===== src/hdl/tint_pkg.sv =====
// Shared constants, types and sequencer phases of the trapezoid integrator.
package tint_pkg;

  // Fixed-point formats
  localparam int FRACTION_BITS     = 16;
  localparam int LOG_FRACTION_BITS = 24;

  // Datapath widths
  localparam int X_W   = 32;
  localparam int Y_W   = 32;
  localparam int W_W   = 64;
  localparam int SUM_W = 64;
  localparam int LX_W  = 32;
  localparam int MUL_W = 32;
  localparam int ACC_W = 96;
  localparam int MSB_W = 5;
  localparam int INT_W = 7;
  localparam int LG_W  = LOG_FRACTION_BITS + INT_W;

  // Binary search for the leading one: shifts of 16, 8, 4, 2, 1
  localparam int NORM_STEPS = 5;
  localparam logic [MSB_W-1:0] NORM_FIRST_SHIFT = 5'd16;
  localparam logic [MSB_W-1:0] MSB_START        = 5'd31;

  // Step counter covers both the search and the squaring loop
  localparam int CNT_W = $clog2(LOG_FRACTION_BITS);

  // ln 2 in Q0.32
  localparam logic [MUL_W-1:0] LN2_Q32 = 32'hB172_17F8;

  // Result status codes
  typedef enum logic [1:0] {
    STATUS_OK        = 2'd0,
    STATUS_FEW_POINTS = 2'd1,
    STATUS_ZERO_X    = 2'd2,
    STATUS_SATURATED = 2'd3
  } status_t;

  // Sequencer phases
  typedef enum logic [3:0] {
    PH_IDLE,
    PH_NORM,
    PH_SQUARE,
    PH_LN,
    PH_DIFF,
    PH_SEG_LO,
    PH_SEG_HI,
    PH_SUM,
    PH_SCALE,
    PH_ACCUM
  } phase_t;

  typedef struct packed {
    phase_t           phase;
    logic [CNT_W-1:0] step;
  } ctrl_t;

endpackage


===== src/hdl/tint_mul.sv =====
// Shared 32 x 32 unsigned multiplier of the trapezoid integrator.
module tint_mul (
  input  logic [tint_pkg::MUL_W-1:0]   a,
  input  logic [tint_pkg::MUL_W-1:0]   b,
  output logic [2*tint_pkg::MUL_W-1:0] p
);
  import tint_pkg::*;

  // Form the full-width product; callers register it
  assign p = {{MUL_W{1'b0}}, a} * {{MUL_W{1'b0}}, b};

endmodule


===== config.mk =====
export PLATFORM = sky130hd
export DESIGN_NAME = tint_mul
export DESIGN_NICKNAME = d
export VERILOG_FILES = /design/src/hdl/tint_pkg.sv /design/src/hdl/tint_mul.sv
export SDC_FILE = /design/constraint.sdc
export NUM_CORES = 2
export LEC_CHECK = 0
export BUFFER_PORTS_ARGS = -buffer_cell sky130_fd_sc_hd__buf_4
export CORE_AREA = 2 2 250 252
export DETAILED_ROUTE_END_ITERATION = 8
export DIE_AREA = 0 0 252 254
export GPL_TIMING_DRIVEN = 0
export PLACE_DENSITY = 0.81
export SYNTH_ARGS = -nofsm -noshare
export SYNTH_HDL_FRONTEND = slang
export SYNTH_SLANG_ARGS = --single-unit

===== constraint.sdc =====
create_clock -name vclk -period 9.3
set_clock_uncertainty 0.15 [all_clocks]
set_input_delay 0.93 -clock vclk [all_inputs]
set_output_delay 0.93 -clock vclk [all_outputs]
set_load 0.01 [all_outputs]

Word level (Yosys, flattened, before mapping):

Cells that the tools add are included.

* register bits: 0
* input bits: 64
* word-level logic and storage cells: 1

* multipliers: 1

Operators with widths (number)
* multiplier 32 x 32 -> 64 bit: 1

Longest topological paths before layout:

* depth in word-level cells: 1
* gate-level depth with buffers: 28

Worst setup path after synthesis:

No wires, ideal clock.

* path type: input-to-output
* start: input a[25] (netlist bit)
* end: output p[57] (netlist bit)
* arrival: 7.595 ns
* path slack: 0.625 ns
* cell stages on the path: 26
* path through: clkbuf_1 -> nand2_1 -> fa_1 -> inv_1 -> fa_1 -> inv_1 -> fa_1 -> inv_1 -> fa_1 -> fa_1 -> inv_1 -> fa_1 -> fa_1 -> fa_1 -> inv_1 -> ha_1 -> clkbuf_1 -> a21oi_1 -> o21ai_0 -> a221o_1 -> a21oi_1 -> o22a_1 -> a21oi_1 -> a211oi_1 -> o21ai_0 -> xor2_1

* cells in the longest elaborated chain, start to end: 1

Ends and longest elaborated chain
* from (decl): RTL line tint_mul.sv:3 `input logic [tint_pkg::MUL_W-1:0] a,`
* multiplier 32 x 32 -> 64 bit: RTL line tint_mul.sv:10 `assign p = {{MUL_W{1'b0}}, a} * {{MUL_W{1'b0}}, b};`
* to (decl): RTL line tint_mul.sv:5 `output logic [2*tint_pkg::MUL_W-1:0] p`

No other way between the ends.

Worst setup path in the final report:

* start: input b[2] (netlist bit)
* end: output p[29] (netlist bit)

* cells in the longest elaborated chain, start to end: 1

Ends and longest elaborated chain
* from (decl): RTL line tint_mul.sv:4 `input logic [tint_pkg::MUL_W-1:0] b,`
* multiplier 32 x 32 -> 64 bit: RTL line tint_mul.sv:10

No other way between the ends.

==> summary.txt <==
Run status
  • Status: finished, violations left
  • Violated checks: setup timing

GRT
  • Largest net degree at the start of global routing: 15
  • Gr ovfl total: 0
  • First-pass GRT wire length: 175500 microns
  • Antenna violations before repair: 10
  • Vias in the first global route: 29160
  • Global Route Usage Sum: 37.09%

Route
  • Routed WL: 115400 microns
  • DRT iter0 DRCs: 2703
  • Vias per cell: 5.791
  • Antenna viol nets, final: 0
  • 1st-pass router iterations: 5
  • Vias: 27110
  • DRC: 0
  • Routed len/inst: 24.66 microns

Critical path
  • Max incr delay on CP: 830 ps
  • Critical path depth: 21
  • Worst Setup Start Kind: primary input
  • CP max stage cell: o21ai_0
  • Most frequent CP cell: fa_1
  • WP data arrival: 8310 ps
  • Critical Path Sink Type: output pin
  • Worst-path fanout max: 10
  • Worst Path Required: 8220 ps
  • Crit-path cells: buf_4 > clkbuf_16 > and2_1 > fa_1 > inv_1 > fa_1 > fa_2 > fa_1 > inv_1 > fa_1 > fa_1 > fa_1 > fa_1 > ha_1 > buf_2 > nand4_1 > or4_4 > o21ai_0 > a21oi_1 > xnor2_1 > buf_4
  • Bufs and invs on worst path: 6
  • Crit Path Class: primary input to output pin
  • Critical path's top delay family: adder cells

Placed design
  • Port bufs: 128
  • Pre-CTS WS: -1506 ps
  • Placed Area: 35280 sq um
  • Detailed Place HPWL: 98820 microns
  • Post-placement cell count: 4615
  • Routability-driven placement congestion ratio: 1.081

Logic synthesis
  • Yosys warns: 0
  • Synth cell types: 56
  • Syn avg cell area: 9.016 sq um
  • Synth Net Count: 4920
  • Seq/Total Area, Yosys: 0%
  • Cells after Synth: 3697
  • Post-Syn Area: 33330 sq um

Die
  • DIE AREA: 64010 sq um
  • Core footprint: 61260 sq um
  • Die width: 252 microns
  • Die Y: 254 microns
  • Row count: 91
  • Io pins: 128
  • Initial Util: 54.42%

Finish
  • Area added between synthesis and finish: 13.13%
  • Final instance area: 37710 sq um
  • Most common cell after layout, fill and taps aside: fa_1
  • # clk buffers: 0
  • Area of the multi-input gates: 30070 sq um
  • Seq cells: 0
  • Layout Nets: 5105
  • Non-Filler Instances: 4681
  • Most frequent cells in the layout: fa_1 (859), inv_1 (851), and2_1 (589), nand2_1 (479), ha_1 (247)
  • FILL cells: 4926
  • Ratio of cells with drive above 1 in the final layout: 14.02%
  • FF/Latch Area: 0 sq um

Min path
  • HP Class: primary input to output pin
  • Hold Path Cell Cnt: 3

Timing
  • Worst-Margin Slew: 1042 ps
  • WHS: 2105 ps
  • Final max-slew violation count: 0
  • Period utilization: 100.9%
  • Final setup viols: 2
  • Final Critical Period: 9385 ps
  • Peak Freq: 106.6 MHz
  • Final Worst Setup Slack: -85.17 ps
  • Hold Violations, Final: 0
  • Rel. slew slack: 29.82%
  • RSZ-0062 raised after global routing: true

Flow run
  • Max-cap check violation count: 0
## worst min-delay path: cells and delay by family
kind                   cells  cell delay (ps)
and+or+nand+nor            1              140
buffers and inverters      2              250
## through the flow
stage               TNS (ps)  utilization [%]
floorplan                  0                -
global placement      -29760            57.60
detailed placement    -31230            57.60
CTS                        0            60.02
global route           -1073            61.52
finish                -123.5            61.56
## layout make-up
class	count	area share [%]
Antenna cell	11	0.07300
Buffer	209	4.768
Inverter	869	8.650
Multi-Input combinational cell	2607	79.75
Tap cell	790	2.621
Timing Repair Buffer	195	4.141
## cells in the mapped netlist (all sizes together), types with 3 or more instances
| master | n | area [sq um] |
|---|---|---|
| a211o | 3 | 26.28 |
| nand4 | 25 | 171.4 |
| o21bai | 14 | 105.1 |
| o41ai | 3 | 41.29 |
| o21ai | 47 | 235.2 |
| nand2 | 484 | 1817 |
| buf | 7 | 33.78 |
| a21o | 19 | 142.6 |
| fa | 896 | 17940 |
| xnor2 | 38 | 332.8 |
| o221ai | 4 | 35.03 |
| o211ai | 5 | 47.54 |
| and3 | 5 | 31.28 |
| nor3 | 5 | 25.02 |
| inv | 869 | 3262 |
| and2 | 599 | 3747 |
| ha | 263 | 3291 |
| a211oi | 4 | 35.03 |
| a31oi | 7 | 65.06 |
| a221oi | 5 | 62.56 |
| xor2 | 25 | 219.0 |
| nor2b | 5 | 31.28 |
| nor2 | 31 | 116.4 |
| nand2b | 3 | 18.77 |
| nand3 | 7 | 35.03 |
| clkbuf | 214 | 803.3 |
| a21boi | 5 | 37.54 |
| o21a | 5 | 38.79 |
| a21oi | 81 | 405.4 |
## timing repair
item / in CTS / in global routing
setup endpoints to repair: 37 / 24
resized for setup: 398 / 348
hold buffers: 0 / 0
pin swaps: 48 / 69
setup buffers: 41 / 28
hold endpoints to repair: 0 / 0
## metal layers
metal  global-route usage, %  share of wire [%]  vias to the layer above
li1                        -                  -                    11050
met1                   47.30                 34                    13600
met2                   57.25                 44                     1945
met3                   10.14                 14                      504
met4                   21.30                7.4                        6
met5                       0              0.044                        -
## path summary, 6_finish.rpt
| kind | start | to | slack [ps] |
|---|---|---|---|
| worst max-delay path | b[2] | p[29] | -90 |
| worst min-delay path | b[0] | p[0] | 2100 |
## logic make-up after synthesis
group	Yosys count	share of synthesized area, %
adder cells (fa/ha/maj)	1159	63.68
AO/OA/AOI/OAI	214	4.227
buffers and inverters	1090	12.30
XOR/XNOR	63	1.655
AND/OR/NAND/NOR	1171	18.14
Power is not shown: default switching activity piles up to over one toggle a cycle in this logic, so the estimate is an artifact.
