[config.mk]
export PLATFORM = sky130hd
export DESIGN_NAME = tint_ctrl
export DESIGN_NICKNAME = d
export VERILOG_FILES = /design/src/hdl/tint_pkg.sv /design/src/hdl/tint_ctrl.sv
export SDC_FILE = /design/constraint.sdc
export NUM_CORES = 1
export LEC_CHECK = 0
export BUFFER_PORTS_ARGS = -buffer_cell sky130_fd_sc_hd__buf_2
export CAP_MARGIN = 20
export CORE_AREA = 2 2 39 41
export CTS_BUF_LIST = sky130_fd_sc_hd__clkbuf_4 sky130_fd_sc_hd__clkbuf_8 sky130_fd_sc_hd__clkbuf_16
export DETAILED_ROUTE_END_ITERATION = 10
export DIE_AREA = 0 0 41 43
export PLACE_DENSITY = 0.77
export SYNTH_ARGS = -nofsm -noshare
export SYNTH_HDL_FRONTEND = slang
export SYNTH_SLANG_ARGS = --single-unit
[constraint.sdc]
create_clock -name clk -period 1.79 [get_ports clk]
set_input_delay 0.0895 -clock clk [delete_from_list [all_inputs] [get_ports clk]]
set_output_delay 0.0895 -clock clk [all_outputs]
set_load 0.005 [all_outputs]
[src/hdl/tint_pkg.sv]
// Shared constants, types and sequencer phases of the trapezoid integrator.
package tint_pkg;

  // Fixed-point formats
  localparam int FRACTION_BITS     = 16;
  localparam int LOG_FRACTION_BITS = 24;

  // Datapath widths
  localparam int X_W   = 32;
  localparam int Y_W   = 32;
  localparam int W_W   = 64;
  localparam int SUM_W = 64;
  localparam int LX_W  = 32;
  localparam int MUL_W = 32;
  localparam int ACC_W = 96;
  localparam int MSB_W = 5;
  localparam int INT_W = 7;
  localparam int LG_W  = LOG_FRACTION_BITS + INT_W;

  // Binary search for the leading one: shifts of 16, 8, 4, 2, 1
  localparam int NORM_STEPS = 5;
  localparam logic [MSB_W-1:0] NORM_FIRST_SHIFT = 5'd16;
  localparam logic [MSB_W-1:0] MSB_START        = 5'd31;

  // Step counter covers both the search and the squaring loop
  localparam int CNT_W = $clog2(LOG_FRACTION_BITS);

  // ln 2 in Q0.32
  localparam logic [MUL_W-1:0] LN2_Q32 = 32'hB172_17F8;

  // Result status codes
  typedef enum logic [1:0] {
    STATUS_OK        = 2'd0,
    STATUS_FEW_POINTS = 2'd1,
    STATUS_ZERO_X    = 2'd2,
    STATUS_SATURATED = 2'd3
  } status_t;

  // Sequencer phases
  typedef enum logic [3:0] {
    PH_IDLE,
    PH_NORM,
    PH_SQUARE,
    PH_LN,
    PH_DIFF,
    PH_SEG_LO,
    PH_SEG_HI,
    PH_SUM,
    PH_SCALE,
    PH_ACCUM
  } phase_t;

  typedef struct packed {
    phase_t           phase;
    logic [CNT_W-1:0] step;
  } ctrl_t;

endpackage

[src/hdl/tint_ctrl.sv]
// Sequencer of the trapezoid integrator: phase and step counter.
module tint_ctrl (
  input  logic            clk,
  input  logic            rst,
  input  logic            start,
  input  logic            finish_ok,
  output tint_pkg::ctrl_t ctrl
);
  import tint_pkg::*;

  phase_t           state;
  phase_t           state_next;
  logic [CNT_W-1:0] step;
  logic [CNT_W-1:0] step_next;

  // Hold phase and step
  always_ff @(posedge clk) begin
    if (rst) begin
      state <= PH_IDLE;
      step  <= '0;
    end else begin
      state <= state_next;
      step  <= step_next;
    end
  end

  // Advance through the phases
  always_comb begin
    state_next = state;
    step_next  = step;
    case (state)
      PH_IDLE: begin
        if (start) begin
          state_next = PH_NORM;
          step_next  = '0;
        end
      end
      PH_NORM: begin
        if (step == CNT_W'(NORM_STEPS - 1)) begin
          state_next = PH_SQUARE;
          step_next  = '0;
        end else begin
          step_next = step + CNT_W'(1);
        end
      end
      PH_SQUARE: begin
        if (step == CNT_W'(LOG_FRACTION_BITS - 1)) begin
          state_next = PH_LN;
          step_next  = '0;
        end else begin
          step_next = step + CNT_W'(1);
        end
      end
      PH_LN:     state_next = PH_DIFF;
      PH_DIFF:   state_next = PH_SEG_LO;
      PH_SEG_LO: state_next = PH_SEG_HI;
      PH_SEG_HI: state_next = PH_SUM;
      PH_SUM:    state_next = PH_SCALE;
      PH_SCALE:  state_next = PH_ACCUM;
      PH_ACCUM: begin
        if (finish_ok) begin
          state_next = PH_IDLE;
        end
      end
      default: begin
        state_next = PH_IDLE;
        step_next  = '0;
      end
    endcase
  end

  // Drive the control bundle
  always_comb begin
    ctrl.phase = state;
    ctrl.step  = step;
  end

endmodule

Word level (Yosys, flattened, before mapping):

Index checks and enable logic that the tools add are counted.

* output and inout port bits: 9
* register bits: 9

* add/subtract/negate cells: 1
* bitwise logic cells: 1
* multiplexer cells: 9
* equality and inequality tests: 15
* reduce and logical (&&, ||, !) cells: 4

Operators by type and width (count)
* 4-bit case mux with 10 select lines: 1
* 5-bit case mux with 4 select lines: 1
* 4-bit by 3-bit equality test with 1-bit output, second input constant: 4
* 4-bit two-way mux: 4
* 5-bit two-way mux: 3
* 4-bit by 2-bit equality test with 1-bit output, second input constant: 2
* 4-bit equality test, second input constant: 2
* 2-bit != test, second input constant: 4
* 7-bit OR reduction: 1
* 5-bit by 1-bit adder with 5-bit output, second input constant: 1
* 5-bit by 3-bit equality test with 1-bit output, second input constant: 1
* 5-bit equality test, second input constant: 1
* 4-bit by 1-bit equality test with 1-bit output, second input constant: 1
* 4-bit zero test: 1
* 4-bit AND reduction: 1
* 2-bit AND reduction: 1
* 1-bit NOT: 1

Logic depth before layout (Yosys ltp):

* depth after elaboration: 4
* mapped depth: 6
* depth with buffers taken out: 6

Worst setup path before layout:

No wires, ideal clock.

* kind: register -> register
* start: register step[1]
* end: register state[0]
* clock period less this slack: 1.597 ns
* buffers on the path: 0
* arrival time: 1.527 ns
* setup slack: 0.193 ns
* cell stages (with the launch flop): 6
* setup time: 0.070 ns
* data required time: 1.720 ns
* cells stage by stage: dfxtp_1 -> ha_1 -> and4b_2 -> o32ai_4 -> or4b_1 -> a21oi_1

* word-level cells in the longest chain between the ends: 3

RTL lines
* start, declared: line tint_ctrl.sv:13 `logic [CNT_W-1:0] step;`
* start signal, assigned: line tint_ctrl.sv:23 `step <= step_next;`
* 5-bit equality test or 5-bit by 3-bit equality test with 1-bit output (tied branches): line tint_ctrl.sv:47, tint_ctrl.sv:39
* 2-bit != test (no line)
* 4-bit AND reduction (no line) (*)
* end signal, assigned: line tint_ctrl.sv:22 `state <= state_next;`
* end, declared: line tint_ctrl.sv:11 `phase_t state;`

Mark *: on every way between the ends. The rest lies on a longest branch, timed or not.
A chain may end at the register's enable or synchronous reset.

Worst setup path in the final report:

* start: register step[0]
* end: register state[0]

The elaborated chain is that of the path after synthesis.

==> results summary <==
The via count came out at about 570. The worst setup slack after layout is around 0.083 ns. The area growth from synthesis to layout is 16.74%. The number of cells in the finished layout apart from fillers came out at 97.

In this run the power density over the cells is 1265 nW/µm². Of all flip-flops after synthesis, the portion carrying an async set or reset was 0%. The initial standard-cell utilization of the core is 41.59%. The core box area came out at about 1400 µm².

The CTS clock-pin slew for the worst setup and hold paths is 0.06 ns. The H-tree depth reported by CTS is 1. The number of DRC violations after detailed routing is 0.

The total global-route track usage came out at between 10% and 20%. Along the worst path, the maximum fanout reaches 5. The worst setup path is launched from a register.

For the finished layout, the period the worst path requires is about 1.7 ns. For the pin with the worst max-slew slack, the measured transition is around 0.55 ns. The I/O pin count came out at 13.

The Yosys step of the flow raised 0 warnings. The critical path goes through inv_1 -> ha_1 -> and4bb_1 -> o32ai_2 -> or4b_1 -> a21oi_1. The class of the most critical setup path is reg2reg. The leakage power total came out at about 0.00028 µW. The first global-routing pass estimated around 1.8 mm of wire. The clock latency of the later-clocked register in the worst-skew pair came out at around 0.26 ns. The run finished with clean final reports.

Setup violations remaining at the end of the flow were counted as 0. The die height is 43 µm. The number of enable flip-flop cells after synthesis is 0. The synthesis-stage register bit count is 9. The finished cells cover 671.9 µm². Counting every sink on the clock net gives 9.

The number of instances in the placed design is 92. Global routing finished with a remaining overflow of 0. The clock skew after layout came out at 0.0007026 ns. Derived from the worst setup path, the maximum achievable clock frequency is 0.5859 GHz. The synthesized area is around 580 µm². The worst-case clock buffer depth is 2. The sum of negative setup slack is 0 ns. The required arrival time at the worst endpoint came out at between 1.5 and 2 ns. The number of buffers inserted for hold repair after clock tree synthesis came out at 0. After detailed routing, the average wire length per cell comes to 12.11 µm. The worst max-slew margin expressed relative to the limit came out at roughly 64%. The path category of the worst min-delay check is in2reg. At the worst endpoint, the arrival time is 1.90 ns. The most used flip-flop cell after synthesis is sky130_fd_sc_hd__dfxtp_1. Counting the buffers created by CTS gives 3. The number of detailed-route iterations in the first pass came out at 4. The critical path's largest stage delay is roughly 0.48 ns. The number of resized instances in the post-cts repair step is 0. The total cell area at the placement stage came out at about 630 µm².

The number of hold-slack violations in the final timing report came to 0. The number of global-route vias before repair came out at around 440. The element type at the critical path end is a register. Once detail routing completed, the nets flagged for antenna violations numbered 0. The DRC violation total after the first TritonRoute iteration came out at 17. The clock root buffer is sky130_fd_sc_hd__clkbuf_4. The final layout contains between 80 and 90 nets. The maximum number of pins on one net before global-route repair is 14. Setup repair after global routing left no endpoint under its margin. The number of antenna repair diodes came out at 0. The TritonCTS clock tree is done. The final cycle utilization of the critical path came out at between 90% and 100%. The floorplan step set the die width to between 40 and 50 µm. The synthesized area per cell is about 8.3 µm². The number of setup buffers added after CTS came out at 0. The initial antenna violation count is 0. The share of cells above drive strength 1 is around a quarter. In this run the core area contains 14 standard-cell rows. The tightest hold margin is roughly 0.11 ns. Timing analysis after detailed placement gives a worst setup slack of 0.1248 ns. In the routed layout, each cell is associated on average with a via count of 5.845. On the critical path, the stage with the largest delay is an instance of sky130_fd_sc_hd__or4b_1.

The number of different library cells in the post-synthesis netlist came out at 33. The count of mapped cells out of synthesis is 69. Port buffering added 12 buffers.

The final routed wirelength across all metal layers came out at 1.175 mm. The net count after synthesis is 75. The floorplan die area came out at 1763 µm². The final max-slew violation count is 0. The tool flagged a number of max-cap violations equal to 0. The HPWL reported at the end of detailed placement came out at between 800 and 900 µm.

The highest ir drop seen on vdd came out at between 0.5 and 0.6 mV. The global placer's final weighted congestion came out at 0.7214. The fraction of the yosys area taken by sequential cells is a little under a third.
[flip-flops by register name, indices dropped and copies added (netlist names)]
name	cells
step	5
state	4
[synth_stat cells, types with 2 or more instances]
cell	count	area, µm²
sky130_fd_sc_hd__a21oi_1	5	25.02
sky130_fd_sc_hd__buf_2	3	15.01
sky130_fd_sc_hd__nor3_1	3	15.01
sky130_fd_sc_hd__nand3_1	4	20.02
sky130_fd_sc_hd__dfxtp_1	9	180.2
sky130_fd_sc_hd__nand2_1	8	30.03
sky130_fd_sc_hd__nor2_1	4	15.01
sky130_fd_sc_hd__nand2b_1	2	12.51
sky130_fd_sc_hd__inv_1	2	7.510
sky130_fd_sc_hd__o21ai_0	3	15.01
sky130_fd_sc_hd__ha_1	2	25.02
sky130_fd_sc_hd__a31oi_1	3	18.77
[path summary, 6_finish.rpt]
path         slack, ns  endpoint    start  depth (start not counted)
max reg2reg       0.08  state[0]  step[0]                          6
min reg2reg       0.51   step[0]  step[0]                          2
max               0.08  state[0]  step[0]                          6
min               0.11  state[0]      rst                          2
[metrics by stage]
| step | utilization, % | total power, µW |
|---|---|---|
| 2_1_floorplan | - | 576.8 |
| 3_3_place_gp | 45.21 | 644.3 |
| 3_5_place_dp | 45.21 | 650.2 |
| 4_1_cts | 47.38 | 825.2 |
| 5_1_grt | 48.55 | 917.0 |
| 6_report | 48.55 | 850.0 |
[placed cells by master, fill, tap and decap left out, types with 2 or more instances in the layout]
master                     instances
sky130_fd_sc_hd__inv_1             2
sky130_fd_sc_hd__nor2_1            4
sky130_fd_sc_hd__nand3_1           4
sky130_fd_sc_hd__buf_2            12
sky130_fd_sc_hd__o21ai_0           3
sky130_fd_sc_hd__nand2b_1          2
sky130_fd_sc_hd__nor3_1            3
sky130_fd_sc_hd__clkbuf_4          4
sky130_fd_sc_hd__a31oi_1           3
sky130_fd_sc_hd__dfxtp_1           9
sky130_fd_sc_hd__ha_1              2
sky130_fd_sc_hd__a21oi_1           5
sky130_fd_sc_hd__nand2_1           8
[final cells by class]
class / instances / area [µm²]
flip-flops and latches: 9 / 180.2
multi-input cells: 54 / 374.1
clock buffers: 4 / 30.03
repair buffers: 12 / 60.06
fillers: 131 / 711.9
inverters: 2 / 7.507
well taps: 16 / 20.02
[routing by layer]
layer	track usage (%)	share of wire [%]	up-vias	wire, µm
met5	0	0	-	0
li1	-	-	283	-
met2	20.31	46	15	541
met3	4.712	4.2	4	49
met4	6.000	1.6	0	19
met1	19.61	48	265	564
[power breakdown]
part           switching (µW)  internal (µW)  total [µW]
combinational             188            171         359
sequential               77.5            239         317
clock                    72.9            101         174
[worst max-delay path: cells and delay by family (launching register included)]
family / cells / cell delay [ns]
simple gates: 2 / 0.79
flops: 1 / 0.34
compound gates: 2 / 0.30
fa+ha+maj: 1 / 0.13
buf+inv: 1 / 0.08
[cell families after synthesis]
logic type	share of synthesized area [%]
flops	31.30
buf+inv	6.521
simple gates	34.35
fa+ha+maj	4.347
compound gates	23.48
(Power assumes the default switching activity.)
